<file path="config.mk">
export PLATFORM = sky130hd
export DESIGN_NAME = voiced_run_weighted_smoother_core
export DESIGN_NICKNAME = d
export VERILOG_FILES = /design/src/design/vrws_pkg.sv /design/src/design/voiced_run_weighted_smoother_core.sv /design/src/design/vrws_front.sv /design/src/design/vrws_queue.sv /design/src/design/vrws_back.sv
export SDC_FILE = /design/constraint.sdc
export NUM_CORES = 2
export LEC_CHECK = 0
export BUFFER_PORTS_ARGS = -buffer_cell sky130_fd_sc_hd__clkbuf_2
export CORE_MARGIN = 2
export CORE_UTILIZATION = 60
export DETAILED_ROUTE_END_ITERATION = 6
export GPL_TIMING_DRIVEN = 0
export PLACE_DENSITY = 0.84
export REMOVE_ABC_BUFFERS = 1
export SLEW_MARGIN = 20
export SYNTH_ARGS = -nofsm -noshare
export SYNTH_HDL_FRONTEND = slang
export SYNTH_SLANG_ARGS = --single-unit
</file>
<file path="constraint.sdc">
create_clock -name clk_i -period 12.1 [get_ports clk_i]
set_input_delay 1.815 -clock clk_i [delete_from_list [all_inputs] [get_ports clk_i]]
set_output_delay 1.815 -clock clk_i [all_outputs]
set_load 0.01 [all_outputs]
</file>
<file path="src/design/vrws_pkg.sv">
package vrws_pkg;

  // Geometry of the smoother.
  localparam int unsigned MaxTaps    = 7;
  localparam int unsigned SampleBits = 16;
  localparam int unsigned WeightBits = 16;
  localparam int unsigned FracBits   = 14;

  // Widest reach of the window to either side of the centre tap.
  localparam int unsigned Reach   = MaxTaps / 2;
  localparam int unsigned WinTaps = 2 * Reach + 1;

  localparam int unsigned TapCntBits   = $clog2(MaxTaps + 1);
  localparam int unsigned PosBits      = (MaxTaps > 1) ? $clog2(MaxTaps) : 1;
  localparam int unsigned TapCountBits = 3;
  localparam int unsigned CfgIdxBits   = $clog2(MaxTaps + 1);
  localparam int unsigned CfgDataBits  = WeightBits;

  // Configuration register indexes.
  localparam int unsigned RegTapCount   = 0;
  localparam int unsigned RegWeightBase = 1;

  // Reset values of the configuration registers.
  localparam int unsigned TapCountReset = 1;
  localparam int          Weight0Reset  = 16384;

  // Datapath widths.
  localparam int unsigned ProdBits   = SampleBits + WeightBits + 1;
  localparam int unsigned AccBits    = ProdBits + $clog2(MaxTaps + 1);
  localparam int unsigned MagAccBits = AccBits - 1;
  localparam int unsigned SumBits    = WeightBits + $clog2(MaxTaps + 1);
  localparam int unsigned MagSumBits = SumBits - 1;
  localparam int unsigned LoBits     = (MagAccBits + 1) / 2;
  localparam int unsigned HiBits     = MagAccBits - LoBits;
  localparam int unsigned NumBits    = MagAccBits + MagSumBits;
  localparam int unsigned DenBits    = MagSumBits + FracBits;
  localparam int unsigned QuoBits    = SampleBits + 1;
  localparam int unsigned DivCntBits = $clog2(QuoBits);

  // Job queue between the front and the back.
  localparam int unsigned QDepth   = 4;
  localparam int unsigned QPtrBits = $clog2(QDepth);

  typedef logic [SampleBits-1:0]        sample_t;
  typedef logic signed [WeightBits-1:0] weight_t;
  typedef logic [TapCntBits-1:0]        tap_cnt_t;
  typedef logic [PosBits-1:0]           pos_t;

  typedef struct packed {
    sample_t pitch_in;
    logic    final_in;
  } in_word_t;

  typedef struct packed {
    sample_t pitch_out;
    logic    final_out;
  } out_word_t;

  // One frame to smooth: the frames around it ordered by distance (the centre at Reach,
  // older frames above it), which of them the window may use, and the end-of-sequence mark.
  typedef struct packed {
    sample_t [WinTaps-1:0] win;
    logic [WinTaps-1:0]    use_tap;
    logic                  last;
  } job_t;

  typedef struct packed {
    logic push;
    job_t job;
  } q_wr_t;

  typedef struct packed {
    logic avail;
    job_t job;
  } q_rd_t;

  typedef enum logic {
    FrIdle,
    FrScan
  } front_state_e;

  typedef enum logic [2:0] {
    BkIdle,
    BkMac,
    BkMulLo,
    BkMulHi,
    BkCheck,
    BkDiv,
    BkRound,
    BkEmit
  } back_state_e;

  // A tap count of zero acts as one, and counts beyond the window act as the full window.
  function automatic tap_cnt_t taps_in_use(logic [TapCountBits-1:0] tc);
    tap_cnt_t n;
    if (tc == '0) begin
      n = tap_cnt_t'(1);
    end else if (tc > MaxTaps) begin
      n = tap_cnt_t'(MaxTaps);
    end else begin
      n = tap_cnt_t'(tc);
    end
    return n;
  endfunction

endpackage

</file>
<file path="src/design/voiced_run_weighted_smoother_core.sv">
// A frame's jobs pass from the front through the job queue to the arithmetic unit, and each
//   word then waits in the output register for as long as the output is stalled.
// The back works on one job at a time; its pace is set by the 17-step restoring divider and
//   the serial multiply-accumulate, and unvoiced and clamped results skip the divider.
// Reset: asynchronous, active low; it empties the history and the job queue and loads the
//   registers with a single tap of weight 1.0.
module voiced_run_weighted_smoother_core import vrws_pkg::*; (
  input  logic                   clk_i,
  input  logic                   rst_ni,
  input  logic                   in_valid_i,
  output logic                   in_ready_o,
  input  in_word_t               in_word_i,
  output logic                   out_valid_o,
  input  logic                   out_ready_i,
  output out_word_t              out_word_o,
  input  logic                   cfg_we_i,
  input  logic [CfgIdxBits-1:0]  cfg_idx_i,
  input  logic [CfgDataBits-1:0] cfg_data_i
);

  // Configuration registers, read directly by both halves without any shadow copy. The user
  // must change them only while the block is idle; the block itself does not enforce it.
  logic [TapCountBits-1:0] tap_count_q;
  weight_t                 weight_q [MaxTaps];
  tap_cnt_t                taps;

  q_wr_t q_wr;
  q_rd_t q_rd;
  logic  q_full;
  logic  q_pop;

  always_ff @(posedge clk_i or negedge rst_ni) begin
    if (!rst_ni) begin
      tap_count_q <= TapCountBits'(TapCountReset);
      for (int i = 0; i < MaxTaps; i++) begin
        weight_q[i] <= (i == 0) ? WeightBits'(Weight0Reset) : '0;
      end
    end else if (cfg_we_i) begin
      if (cfg_idx_i == CfgIdxBits'(RegTapCount)) begin
        tap_count_q <= cfg_data_i[TapCountBits-1:0];
      end
      for (int i = 0; i < MaxTaps; i++) begin
        if (cfg_idx_i == CfgIdxBits'(RegWeightBase + i)) begin
          weight_q[i] <= $signed(cfg_data_i[WeightBits-1:0]);
        end
      end
    end
  end

  // A zero tap count behaves as a single tap.
  assign taps = taps_in_use(tap_count_q);

  // The front keeps the frame history. On each accepted word it shifts the new frame in,
  // then scans the held frames oldest first and queues one job for every frame whose
  // lookahead is complete, or for all of them when the word closes the sequence. Each job
  // carries the neighbouring frames and a mask of the taps that the voiced run allows, so
  // the history may move on while the back is still busy.
  vrws_front u_front (
    .clk_i      (clk_i),
    .rst_ni     (rst_ni),
    .in_valid_i (in_valid_i),
    .in_ready_o (in_ready_o),
    .in_word_i  (in_word_i),
    .taps_i     (taps),
    .q_full_i   (q_full),
    .q_wr_o     (q_wr)
  );

  // A four-deep queue covers the largest burst that one word can release.
  vrws_queue u_queue (
    .clk_i  (clk_i),
    .rst_ni (rst_ni),
    .q_wr_i (q_wr),
    .full_o (q_full),
    .pop_i  (q_pop),
    .q_rd_o (q_rd)
  );

  // The back sums weight times frame one tap per cycle, scales the sum by the total weight
  // in two half-width multiplies, then divides by the used weight bit by bit with rounding
  // to nearest. Its output register lets it take the next job while a word waits.
  vrws_back u_back (
    .clk_i       (clk_i),
    .rst_ni      (rst_ni),
    .q_rd_i      (q_rd),
    .pop_o       (q_pop),
    .taps_i      (taps),
    .weights_i   (weight_q),
    .out_valid_o (out_valid_o),
    .out_ready_i (out_ready_i),
    .out_word_o  (out_word_o)
  );

endmodule

</file>
<file path="src/design/vrws_front.sv">
module vrws_front import vrws_pkg::*; (
  input  logic     clk_i,
  input  logic     rst_ni,
  input  logic     in_valid_i,
  output logic     in_ready_o,
  input  in_word_t in_word_i,
  input  tap_cnt_t taps_i,
  input  logic     q_full_i,
  output q_wr_t    q_wr_o
);

  localparam int unsigned WinLen = MaxTaps + Reach;
  localparam int unsigned Centre = MaxTaps - 1;

  front_state_e state_q, state_d;

  sample_t  hist_q [MaxTaps];
  sample_t  hist_shift [MaxTaps];
  sample_t  win_q [WinLen];
  tap_cnt_t pend_q;
  pos_t     pos_q, hi_q, lo_q;
  logic     fin_q;

  tap_cnt_t               half, look, pend_sat;
  logic [TapCntBits:0]    pend_inc;
  logic                   accept, emit_any, in_range, advance;
  logic [WinTaps-1:0]     use_tap;
  logic                   older_ok, newer_ok;

  always_comb begin
    half     = taps_i >> 1;
    look     = tap_cnt_t'(taps_i - half - 1'b1);
    pend_inc = {1'b0, pend_q} + 1'b1;
    if (pend_inc > MaxTaps) begin
      pend_sat = tap_cnt_t'(MaxTaps);
    end else begin
      pend_sat = pend_inc[TapCntBits-1:0];
    end
    emit_any = in_word_i.final_in || (pend_sat > look);
    hist_shift[0] = in_word_i.pitch_in;
    for (int i = 1; i < MaxTaps; i++) begin
      hist_shift[i] = hist_q[i-1];
    end
  end

  // Window usage: the run of voiced neighbours on each side, cut at the tap reach.
  always_comb begin
    use_tap        = '0;
    use_tap[Reach] = 1'b1;
    older_ok       = 1'b1;
    newer_ok       = 1'b1;
    for (int r = 1; r <= Reach; r++) begin
      older_ok = older_ok && (win_q[Centre+r] != '0) && (half >= tap_cnt_t'(r));
      newer_ok = newer_ok && (win_q[Centre-r] != '0) && (look >= tap_cnt_t'(r));
      use_tap[Reach+r] = older_ok;
      use_tap[Reach-r] = newer_ok;
    end
  end

  always_comb begin
    for (int j = 0; j < WinTaps; j++) begin
      q_wr_o.job.win[j] = win_q[Centre-Reach+j];
    end
    q_wr_o.job.use_tap = use_tap;
    q_wr_o.job.last    = fin_q && (pos_q == '0);
    state_d     = state_q;
    in_ready_o  = 1'b0;
    in_range    = pos_q <= hi_q;
    q_wr_o.push = 1'b0;
    advance     = 1'b0;
    accept      = 1'b0;
    unique case (state_q)
      FrIdle: begin
        in_ready_o = 1'b1;
        accept     = in_valid_i;
        if (in_valid_i && emit_any) begin
          state_d = FrScan;
        end
      end
      FrScan: begin
        q_wr_o.push = in_range && !q_full_i;
        advance     = !in_range || q_wr_o.push;
        if (q_wr_o.push && (pos_q == lo_q)) begin
          state_d = FrIdle;
        end
      end
    endcase
  end

  always_ff @(posedge clk_i or negedge rst_ni) begin
    if (!rst_ni) begin
      state_q <= FrIdle;
      pend_q  <= '0;
      pos_q   <= '0;
      hi_q    <= '0;
      lo_q    <= '0;
      fin_q   <= 1'b0;
      for (int i = 0; i < MaxTaps; i++) begin
        hist_q[i] <= '0;
      end
    end else begin
      state_q <= state_d;
      if (accept) begin
        fin_q <= in_word_i.final_in;
        pos_q <= pos_t'(Centre);
        hi_q  <= pos_t'(pend_sat - 1'b1);
        lo_q  <= in_word_i.final_in ? '0 : pos_t'(look);
        if (!emit_any) begin
          pend_q <= pend_sat;
        end else if (in_word_i.final_in) begin
          pend_q <= '0;
        end else begin
          pend_q <= look;
        end
        for (int i = 0; i < MaxTaps; i++) begin
          hist_q[i] <= in_word_i.final_in ? '0 : hist_shift[i];
        end
      end else if (advance) begin
        pos_q <= pos_q - 1'b1;
      end
    end
  end

  // Scan copy of the history; the frame under work always sits at the centre slot.
  always_ff @(posedge clk_i) begin
    if (accept) begin
      for (int i = 0; i < WinLen; i++) begin
        win_q[i] <= (i < MaxTaps) ? hist_shift[i] : '0;
      end
    end else if (advance) begin
      win_q[0] <= '0;
      for (int i = 1; i < WinLen; i++) begin
        win_q[i] <= win_q[i-1];
      end
    end
  end

endmodule

</file>
<file path="src/design/vrws_queue.sv">
module vrws_queue import vrws_pkg::*; (
  input  logic  clk_i,
  input  logic  rst_ni,
  input  q_wr_t q_wr_i,
  output logic  full_o,
  input  logic  pop_i,
  output q_rd_t q_rd_o
);

  job_t                slot_q [QDepth];
  logic [QPtrBits-1:0] wr_q, rd_q;
  logic [QPtrBits:0]   cnt_q;
  logic                push, pop;

  always_comb begin
    full_o       = cnt_q == (QPtrBits+1)'(QDepth);
    q_rd_o.avail = cnt_q != '0;
    q_rd_o.job   = slot_q[rd_q];
    push         = q_wr_i.push && !full_o;
    pop          = pop_i && q_rd_o.avail;
  end

  always_ff @(posedge clk_i or negedge rst_ni) begin
    if (!rst_ni) begin
      wr_q  <= '0;
      rd_q  <= '0;
      cnt_q <= '0;
    end else begin
      if (push) begin
        wr_q <= (wr_q == QPtrBits'(QDepth - 1)) ? '0 : wr_q + 1'b1;
      end
      if (pop) begin
        rd_q <= (rd_q == QPtrBits'(QDepth - 1)) ? '0 : rd_q + 1'b1;
      end
      if (push && !pop) begin
        cnt_q <= cnt_q + 1'b1;
      end else if (pop && !push) begin
        cnt_q <= cnt_q - 1'b1;
      end
    end
  end

  always_ff @(posedge clk_i) begin
    if (push) begin
      slot_q[wr_q] <= q_wr_i.job;
    end
  end

endmodule

</file>
<file path="src/design/vrws_back.sv">
module vrws_back import vrws_pkg::*; (
  input  logic      clk_i,
  input  logic      rst_ni,
  input  q_rd_t     q_rd_i,
  output logic      pop_o,
  input  tap_cnt_t  taps_i,
  input  weight_t   weights_i [MaxTaps],
  output logic      out_valid_o,
  input  logic      out_ready_i,
  output out_word_t out_word_o
);

  localparam int unsigned TopBits = NumBits - QuoBits;

  back_state_e state_q, state_d;

  job_t                         job_q;
  tap_cnt_t                     k_q;
  logic signed [ProdBits-1:0]   prod_q;
  logic signed [AccBits-1:0]    acc_q;
  logic signed [SumBits-1:0]    all_q, used_q;
  logic [NumBits-1:0]           num_q;
  logic [DenBits-1:0]           den_q, rem_q;
  logic [QuoBits-1:0]           quo_q;
  logic [DivCntBits-1:0]        step_q;
  logic                         neg_q;
  sample_t                      res_q;
  logic                         out_valid_q;
  out_word_t                    out_word_q;

  tap_cnt_t                     half;
  pos_t                         tap_j;
  weight_t                      tap_w;
  sample_t                      tap_x;
  logic signed [ProdBits-1:0]   prod_next;
  logic [MagAccBits-1:0]        mag_acc;
  logic [MagSumBits-1:0]        mag_all, mag_used;
  logic [LoBits+MagSumBits-1:0] lo_prod;
  logic [HiBits+MagSumBits-1:0] hi_prod;
  logic [DenBits:0]             r_try;
  logic                         r_ge, round_up, sat, load_out;
  logic [QuoBits:0]             q_rnd;
  logic [TopBits-1:0]           num_top;

  always_comb begin
    half      = taps_i >> 1;
    tap_j     = pos_t'(Reach + half - k_q);
    tap_w     = weights_i[k_q[PosBits-1:0]];
    tap_x     = job_q.win[tap_j];
    prod_next = $signed({1'b0, tap_x}) * tap_w;
    mag_acc   = acc_q[AccBits-1] ? MagAccBits'(-acc_q) : MagAccBits'(acc_q);
    mag_all   = all_q[SumBits-1] ? MagSumBits'(-all_q) : MagSumBits'(all_q);
    mag_used  = used_q[SumBits-1] ? MagSumBits'(-used_q) : MagSumBits'(used_q);
    lo_prod   = mag_acc[LoBits-1:0] * mag_all;
    hi_prod   = mag_acc[MagAccBits-1:LoBits] * mag_all;
    num_top   = num_q[NumBits-1:QuoBits];
    sat       = num_top >= TopBits'(den_q);
    r_try     = {rem_q, num_q[QuoBits-1]};
    r_ge      = r_try >= {1'b0, den_q};
    round_up  = {rem_q, 1'b0} >= {1'b0, den_q};
    q_rnd     = {1'b0, quo_q} + (QuoBits+1)'(round_up);
  end

  always_comb begin
    state_d  = state_q;
    pop_o    = 1'b0;
    load_out = 1'b0;
    unique case (state_q)
      BkIdle: begin
        if (q_rd_i.avail) begin
          pop_o   = 1'b1;
          state_d = BkMac;
        end
      end
      BkMac: begin
        if (k_q == taps_i) begin
          state_d = BkMulLo;
        end
      end
      BkMulLo: begin
        if ((job_q.win[Reach] == '0) || (used_q == '0)) begin
          state_d = BkEmit;
        end else begin
          state_d = BkMulHi;
        end
      end
      BkMulHi: begin
        state_d = BkCheck;
      end
      BkCheck: begin
        state_d = (neg_q || sat) ? BkEmit : BkDiv;
      end
      BkDiv: begin
        if (step_q == DivCntBits'(QuoBits - 1)) begin
          state_d = BkRound;
        end
      end
      BkRound: begin
        state_d = BkEmit;
      end
      BkEmit: begin
        if (!out_valid_q || out_ready_i) begin
          load_out = 1'b1;
          state_d  = BkIdle;
        end
      end
    endcase
  end

  always_ff @(posedge clk_i or negedge rst_ni) begin
    if (!rst_ni) begin
      state_q     <= BkIdle;
      out_valid_q <= 1'b0;
    end else begin
      state_q <= state_d;
      if (load_out) begin
        out_valid_q <= 1'b1;
      end else if (out_ready_i) begin
        out_valid_q <= 1'b0;
      end
    end
  end

  always_ff @(posedge clk_i) begin
    if (load_out) begin
      out_word_q.pitch_out <= res_q;
      out_word_q.final_out <= job_q.last;
    end
    unique case (state_q)
      BkIdle: begin
        job_q  <= q_rd_i.job;
        k_q    <= '0;
        prod_q <= '0;
        acc_q  <= '0;
        all_q  <= '0;
        used_q <= '0;
      end
      BkMac: begin
        acc_q <= acc_q + AccBits'(prod_q);
        if (k_q != taps_i) begin
          k_q   <= k_q + 1'b1;
          all_q <= all_q + SumBits'(tap_w);
          if (job_q.use_tap[tap_j]) begin
            prod_q <= prod_next;
            used_q <= used_q + SumBits'(tap_w);
          end else begin
            prod_q <= '0;
          end
        end
      end
      BkMulLo: begin
        num_q <= NumBits'(lo_prod);
        den_q <= {mag_used, {FracBits{1'b0}}};
        neg_q <= acc_q[AccBits-1] ^ all_q[SumBits-1] ^ used_q[SumBits-1];
        res_q <= '0;
      end
      BkMulHi: begin
        num_q <= num_q + (NumBits'(hi_prod) << LoBits);
      end
      BkCheck: begin
        rem_q  <= DenBits'(num_top);
        quo_q  <= '0;
        step_q <= '0;
        res_q  <= neg_q ? sample_t'(1) : '1;
      end
      BkDiv: begin
        rem_q  <= r_ge ? DenBits'(r_try - {1'b0, den_q}) : DenBits'(r_try);
        quo_q  <= {quo_q[QuoBits-2:0], r_ge};
        num_q  <= num_q << 1;
        step_q <= step_q + 1'b1;
      end
      BkRound: begin
        if (q_rnd == '0) begin
          res_q <= sample_t'(1);
        end else if (q_rnd[QuoBits:SampleBits] != '0) begin
          res_q <= '1;
        end else begin
          res_q <= q_rnd[SampleBits-1:0];
        end
      end
      BkEmit: begin
      end
    endcase
  end

  assign out_valid_o = out_valid_q;
  assign out_word_o  = out_word_q;

endmodule

</file>
==> results.yml <==
clock_tree:
  numCtsBuffers: 130
  clk_latency_ns: 0.79
  root_buffer: "clkbuf_16"
  clkSinkCount: 1260
  cts_tree: "yes"
  cts.path.max_buffers: 3
  ctsHoldBuffers: 0
  htree_levels: 4
  clkSlewWorstSetupHoldPaths_ns: 0.07
die:
  io_pins: 60
  core_area_sq_um: 142000
  die_height_um: 382
  start_util_pct: 60.5
  rows: 138
  dieArea_sq_um: 146000
  die_width_um: 382
timing:
  skew_ns: 0.0812
  hold_viol: 0
  slew_viol_final: 0
  min_period_over_period_pct: 97.3
  slew-limit-headroom_pct: 18.4
  tightest_slew_ns: 1.22
  setup_viol: 0
  fin_crit_ns: 11.78
  tns_ns: 0
  fmax_mhz: 84.9
  rsz0062_at_grt: "yes"
yosys:
  yosysWarningCount: 0
  netlist.area_leader.share_pct: 35.3
  synth_cell_types: 75
  ys_seq_area_share_pct: 42.6
  postSynthAreaPerCell_sq_um: 11.3
  synthCells: 7604
  synth-async-reset-ratio_pct: 18.7
  yosys-top-cells-area: "edfxtp_1 (35%), fa_1 (16%), ha_1 (7.4%)"
  synth_top_cell_by_area: "edfxtp_1"
  synth_edf_count: 1008
  netlist_area_sq_um: 85800
  synth-main-ff-cell: "edfxtp_1"
  ys_seq_elements: 1260
grt:
  track_usage_pct: 32.5
  grt_pass1_wl_um: 365000
  antenna_found_initial: 6
  grt_max_degree: 96
  grt.overflow.total: 0
  first_global_vias: 62950
setup_path:
  reg2reg_from: "u_back.acc_q[6]"
  crit_fanout: 9
  start_kind: "register"
  r2r_end: "u_back.num_q[52]"
  startpoint: "u_back.acc_q[6]"
  path_class: "reg -> reg"
  cp_slowest_cell: "or4_4"
  crit_path_max_incr_delay_ns: 0.59
  crit_top_cell: "fa_1"
  critPathTopFamily: "adder cells"
  endpoint: "u_back.num_q[52]"
  worst_setup_path_end_kind: "register"
  r2r_slack_ns: 0.32
  cp_num_buf_inv: 6
  path_depth: 39
  cp_data_arrival_time_ns: 12.28
  reg2reg_depth: 39
  cp.required_ns: 12.60
drt:
  routed_via_density: 6.31
  drc: 0
  wirelength_um: 236000
  drt-wirelength-per-cell_um: 24.5
  drt-pass1-iter-count: 6
  drtIter0Drc: 6946
  num_vias: 60793
  detail-route-antenna-nets: 0
placement:
  routabilityCongestion: 0.933
  dp_hpwl_um: 160000
  portBuffers: 59
  dpl_cell_area_sq_um: 90500
outcome:
  status: "finished clean"
flow_run:
  cap_violations: 0
layout:
  fillers: 9356
  design_area_sq_um: 95200
  syn_to_final_growth_pct: 10.9
  drive_gt1_share_pct: 10.9
  multi_input_area_sq_um: 45600
  layout.nets: 8890
  seq_area_sq_um: 36500
min_path:
  hp-class: "reg -> reg"
  whs_path_depth: 0
[area by class of cell]
cell class,count,share of cell area (%)
multi-input cells,5101,47.9
flip-flops and latches,1260,38.4
inverters,941,3.72
clock buffers,163,3.60
repair buffers,208,3.00
well taps,1890,2.49
clock inverters,73,0.930
diodes,2,0.00526
[layer usage]
layer	up-vias	wire, um	track usage, %	part of all wire [%]
li1	25776	-	-	-
met1	30093	81500	39.7	35
met2	3925	115000	53.8	49
met3	989	23100	6.71	9.8
met4	10	16500	18.9	7.0
met5	-	69	0	0.029
[sequential cells by signal, summed over array words and instances (netlist names), 16 cells and up]
register           flops
u_front.win_q        160
u_back.used_q         19
u_back.den_q          18
u_front.hist_q        96
weight_q             112
u_back.job_q         119
u_back.res_q          16
u_back.rem_q          32
u_back.acc_q          36
u_back.num_q          53
u_back.quo_q          17
u_back.out_word_o     17
u_back.all_q          19
u_back.prod_q         33
u_queue.slot_q       476
[placed cells by master (no fill, tap or decap), drive strengths merged, types with 149 or more instances in the layout]
master and count:
nand2 1261, edfxtp 1008, inv 944, fa 697
ha 510, nor2 509, o21ai 241, dfrtp 234
clkbuf 222, a21oi 205, xnor2 187, mux4 151
buf 149
[metrics by stage]
step	setup WS [ns]	utilization [%]	std cells	hold slack (ns)
floorplan	1.36	-	7302	0.400
global placement	-2.97	61.6	9251	0.403
detailed placement	-0.105	63.9	9389	0.405
CTS	0.0171	66.9	9625	0.418
global route	-0.0744	67.1	9637	0.421
finish	0.323	67.1	9638	0.417
[synth_stat cells (all sizes together) (123+ instances only)]
| cell | number |
|---|---|
| a21oi | 205 |
| clkbuf | 272 |
| edfxtp | 1008 |
| dfrtp | 234 |
| a21o | 123 |
| inv | 937 |
| o21ai | 241 |
| fa | 697 |
| ha | 510 |
| nor2 | 509 |
| mux2 | 136 |
| mux4 | 151 |
| nand2 | 1261 |
| xnor2 | 187 |
| xor2 | 124 |
[logic make-up (layout without fill, tap and decap cells)]
logic type / Yosys count / after routing / share of synthesized area (%)
flip-flops: 1260 / 1260 / 42.6
AND/OR/NAND/NOR: 2368 / 2368 / 12.2
AO/OA/AOI/OAI: 874 / 874 / 6.55
adder cells (fa/ha/maj): 1207 / 1207 / 23.7
multiplexers: 341 / 341 / 6.38
buffers and inverters: 1243 / 1385 / 5.44
XOR/XNOR: 311 / 311 / 3.18
other: 0 / 2 / 0
[worst min-delay path by stage]
stage | start | end | slack [ns]
after CTS | u_back.res_q[5] | u_back.out_word_o[6] | 0.42
after global routing | u_back.res_q[2] | u_back.out_word_o[3] | 0.42
after detailed placement | u_back.res_q[5] | u_back.out_word_o[6] | 0.40
after floorplan | u_back.job_q[0] | u_back.out_word_o[0] | 0.40
after global placement | u_back.res_q[0] | u_back.out_word_o[1] | 0.40
final | u_back.res_q[5] | u_back.out_word_o[6] | 0.42
[what timing repair did]
item                       in CTS  in global routing
resized for setup               2                 19
pin swaps                       0                  4
cloned                          0                  0
buffers inserted                0                  5
setup endpoints to repair       1                  7
Power is not shown: default switching activity piles up to over one toggle a cycle in this logic, so the estimate is an artifact.
